===== config.mk =====
export PLATFORM = sky130hd
export DESIGN_NAME = bba_rule
export DESIGN_NICKNAME = d
export VERILOG_FILES = /design/src/rtl/bba_pkg.sv /design/src/rtl/bba_rule.sv
export SDC_FILE = /design/constraint.sdc
export NUM_CORES = 1
export LEC_CHECK = 0
export BUFFER_PORTS_ARGS = -buffer_cell sky130_fd_sc_hd__buf_2
export CORE_AREA = 2 2 39 41
export DETAILED_ROUTE_END_ITERATION = 12
export DIE_AREA = 0 0 41 43
export PLACE_DENSITY_LB_ADDON = 0.12
export SYNTH_ARGS = -nofsm -noshare
export SYNTH_HDL_FRONTEND = slang
export SYNTH_SLANG_ARGS = --single-unit

===== constraint.sdc =====
create_clock -name vclk -period 4.2
set_input_delay 0.21 -clock vclk [all_inputs]
set_output_delay 0.21 -clock vclk [all_outputs]
set_load 0.1 [all_outputs]

===== src/rtl/bba_pkg.sv =====
package bba_pkg;

  localparam int ROW_W      = 7;
  localparam int COL_W      = 8;
  localparam int CELL_W     = 2;
  localparam int ACT_W      = 2;
  localparam int ROWS_W     = 8;
  localparam int COLS_W     = 9;
  localparam int CFG_IDX_W  = 2;
  localparam int CFG_DATA_W = 9;

  localparam logic [CFG_IDX_W-1:0] CFG_ROWS = 2'd0;
  localparam logic [CFG_IDX_W-1:0] CFG_COLS = 2'd1;

  localparam logic [ROWS_W-1:0] ROWS_RESET = 8'd70;
  localparam logic [COLS_W-1:0] COLS_RESET = 9'd130;

  localparam logic [CELL_W-1:0] CELL_DEAD  = 2'd0;
  localparam logic [CELL_W-1:0] CELL_LIVE  = 2'd1;
  localparam logic [CELL_W-1:0] CELL_DYING = 2'd2;

  typedef enum logic [ACT_W-1:0] {
    ACT_WRITE = 2'd0,
    ACT_READ  = 2'd1,
    ACT_STEP  = 2'd2,
    ACT_CLEAR = 2'd3
  } action_e;

  typedef enum logic [2:0] {
    ST_CLEAR,
    ST_IDLE,
    ST_READ,
    ST_COPY,
    ST_CALC
  } state_e;

  // one column of the 3x3 neighborhood window
  typedef struct packed {
    logic [CELL_W-1:0] top;
    logic [CELL_W-1:0] mid;
    logic [CELL_W-1:0] bot;
  } column_t;

endpackage


===== src/rtl/bba_rule.sv =====
module bba_rule (
  input  bba_pkg::column_t [2:0]     win_i,
  output logic [bba_pkg::CELL_W-1:0] next_o
);
  import bba_pkg::*;

  logic [7:0] live;
  logic       two_live;

  assign live = {win_i[0].top == CELL_LIVE, win_i[0].mid == CELL_LIVE,
                 win_i[0].bot == CELL_LIVE, win_i[1].top == CELL_LIVE,
                 win_i[1].bot == CELL_LIVE, win_i[2].top == CELL_LIVE,
                 win_i[2].mid == CELL_LIVE, win_i[2].bot == CELL_LIVE};

  assign two_live = ($countones(live) == 2);

  always_comb begin
    case (win_i[1].mid)
      CELL_LIVE:  next_o = CELL_DYING;
      CELL_DYING: next_o = CELL_DEAD;
      default:    next_o = two_live ? CELL_LIVE : CELL_DEAD;
    endcase
  end

endmodule


==> impl_results.md <==
* Slew @ Worst Pin at 0.4854 ns
* Core area at 1384 µm²
* Max Slew Vio Count at 0
* Die ar. at 1763 µm²
* Endpoint type of the worst setup path: output pin
* Flip-flop and latch count at 0
* Leading area contributor after synthesis: fa_1
* Synthesized area at 227.7 µm²
* Wirelength per Cell at 6.033 µm
* Worst EP required at 3.99 ns
* Top-count cell post-synth: nor2b_1
* RSZ-0062 raised after global routing: false
* Leakage at 0.2031 nW
* Setup-failing EPs final at 0
* Max frequency at 273.6 MHz
* Crit path max fanout at 2
* Post-route setup slack at 0.5453 ns
* Largest family of logic cells by synthesized area: adder cells
* Area contributors post-synth: fa_1 (35%), ha_1 (22%), nor2b_1 (16%)
* Status: finished clean
* Gate Count Post-Synth at 25
* CLK BUF at 0
* Tcrit/Tclk final at 87.02%
* # Max-Cap Violations at 0
* Pwr per Cell Area at 197.7 nW/µm²
* Worst Setup SP: win_i[12]
* Slew headroom at 67.86%
* Row count at 14
* DR pass1 iterations at 1
* Post-place setup slack at 0.5182 ns
* Layout Nets at 73
* Syn_nets at 51
* Crit path DAT at 3.44 ns
* CTS Hold Buffers Added at 0
* Synth top area share at 35.16%
* Yosys Warn Count at 0
* IO Count at 20
* Sequential cell area at 0 µm²
* Final Hold Fails at 0
* Fin Setup TNS at 0 ns
* Total GRT Usage at 3.819%
* CP startpoint kind: input pin
* Fin crit period at 3.655 ns
* Hpwl dp at 372.8 µm
* P&R area growth vs syn at 62.64%
* Vias at 211
* Starting Density at 16.46%
* Final Wtd Congestion at 0.6366
* Initial antenna violation count at 0
* Antenna-violating nets left at 0
* First-pass GRT wire length at 510 µm
* Input/output buffers at 20
* Die height at 43 µm
* Via-per-instance ratio at 3.459
* Vias in the first global route at 154
* Mux cell area share after synthesis at 0%
* Layout cells sized above 1 at 46.67%
* HP Start: win_i[9]
* Total gr overflow at 0
* HP Class: in -> out
* Synth Area in Simple Gates at 28.57%
* Post-synth top cells: nor2b_1 (6), fa_1 (4), ha_1 (4), inv_1 (4), nand2b_1 (2)
* Final Power at 0.07323 mW
* Compound-cell area share of the yosys netlist at 7.692%
* Adder-Cell Fraction of Synth Area at 57.14%
* Final wirelength at 368 µm
* Worst vdd ir at 0.00004525 V
* Post-CTS setup buffer count at 0
* Setup CP Type: in -> out
* Die W at 41 µm
* XOR/XNOR Fraction of Synth Area at 0%
* Post-CTS Resized at 0
* Number of DRC markers after the initial detailed-route iteration at 0
* Ant diodes at 0
* Sequential area share after synthesis at 0%
* Syn_area_per_cell at 9.109 µm²
* Largest net degree at the start of global routing at 3
* Synth cell types at 10
* Filler cell count at 146
* DR DRC count at 0
worst paths after layout:
kind / endpoint / slack (ns) / depth (start not counted)
setup / recovery: next_o[0] / 0.55 / 12
hold / removal: next_o[1] / 0.97 / 4
worst max-delay path, cell delays in order:
cell,delay (ns)
buf_2,0.09
nor2b_1,0.13
fa_1,0.52
inv_1,0.05
fa_1,0.52
inv_1,0.05
fa_1,0.47
ha_1,0.24
fa_1,0.40
or2_1,0.25
a211oi_4,0.28
buf_12,0.21
per-layer routing:
layer | global-route usage, % | vias up | share of wire (%)
met5 | 0 | - | 0
met4 | 0 | 0 | 0
met3 | 0 | 0 | 13
met2 | 7.187 | 12 | 46
met1 | 4.839 | 81 | 40
li1 | - | 118 | -
where the power goes:
part	switching [mW]	internal, mW
sequential	0	0
combinational	0.0422	0.0310
clock	0	0
cell type report:
type | instances | area (µm²) | share of cell area, %
inverter | 4 | 15.01 | 4.054
multi-input combinational | 21 | 220.2 | 59.46
tap | 16 | 20.02 | 5.405
timing repair buffer | 20 | 115.1 | 31.08
kinds of logic after synthesis:
family / after synthesis
buf+inv: 4
fa+ha+maj: 8
compound gates: 2
simple gates: 11
stage by stage:
| stage | hold WS [ns] | cells | utilization [%] | cell area (µm²) |
|---|---|---|---|---|
| global placement | 0.9649 | 61 | 26.76 | 370.4 |
| global route | 0.9939 | 61 | 26.76 | 370.4 |
| CTS | 0.9764 | 61 | 26.76 | 370.4 |
| floorplan | 0.8072 | 25 | - | 235.2 |
| detailed placement | 0.9764 | 61 | 26.76 | 370.4 |
| finish | 0.9716 | 61 | 26.76 | 370.4 |
layout by cell type, fill, tap and decap left out:
cell	netlist	layout
inv_1	4	4
nor2b_1	6	6
fa_1	4	4
or2_1	1	1
a21oi_1	1	1
nand2_1	1	1
buf_2	0	19
nand2b_1	2	2
nand3_1	1	1
ha_1	4	4
a211oi_4	0	1
buf_12	0	1
(Power assumes the default switching activity.)
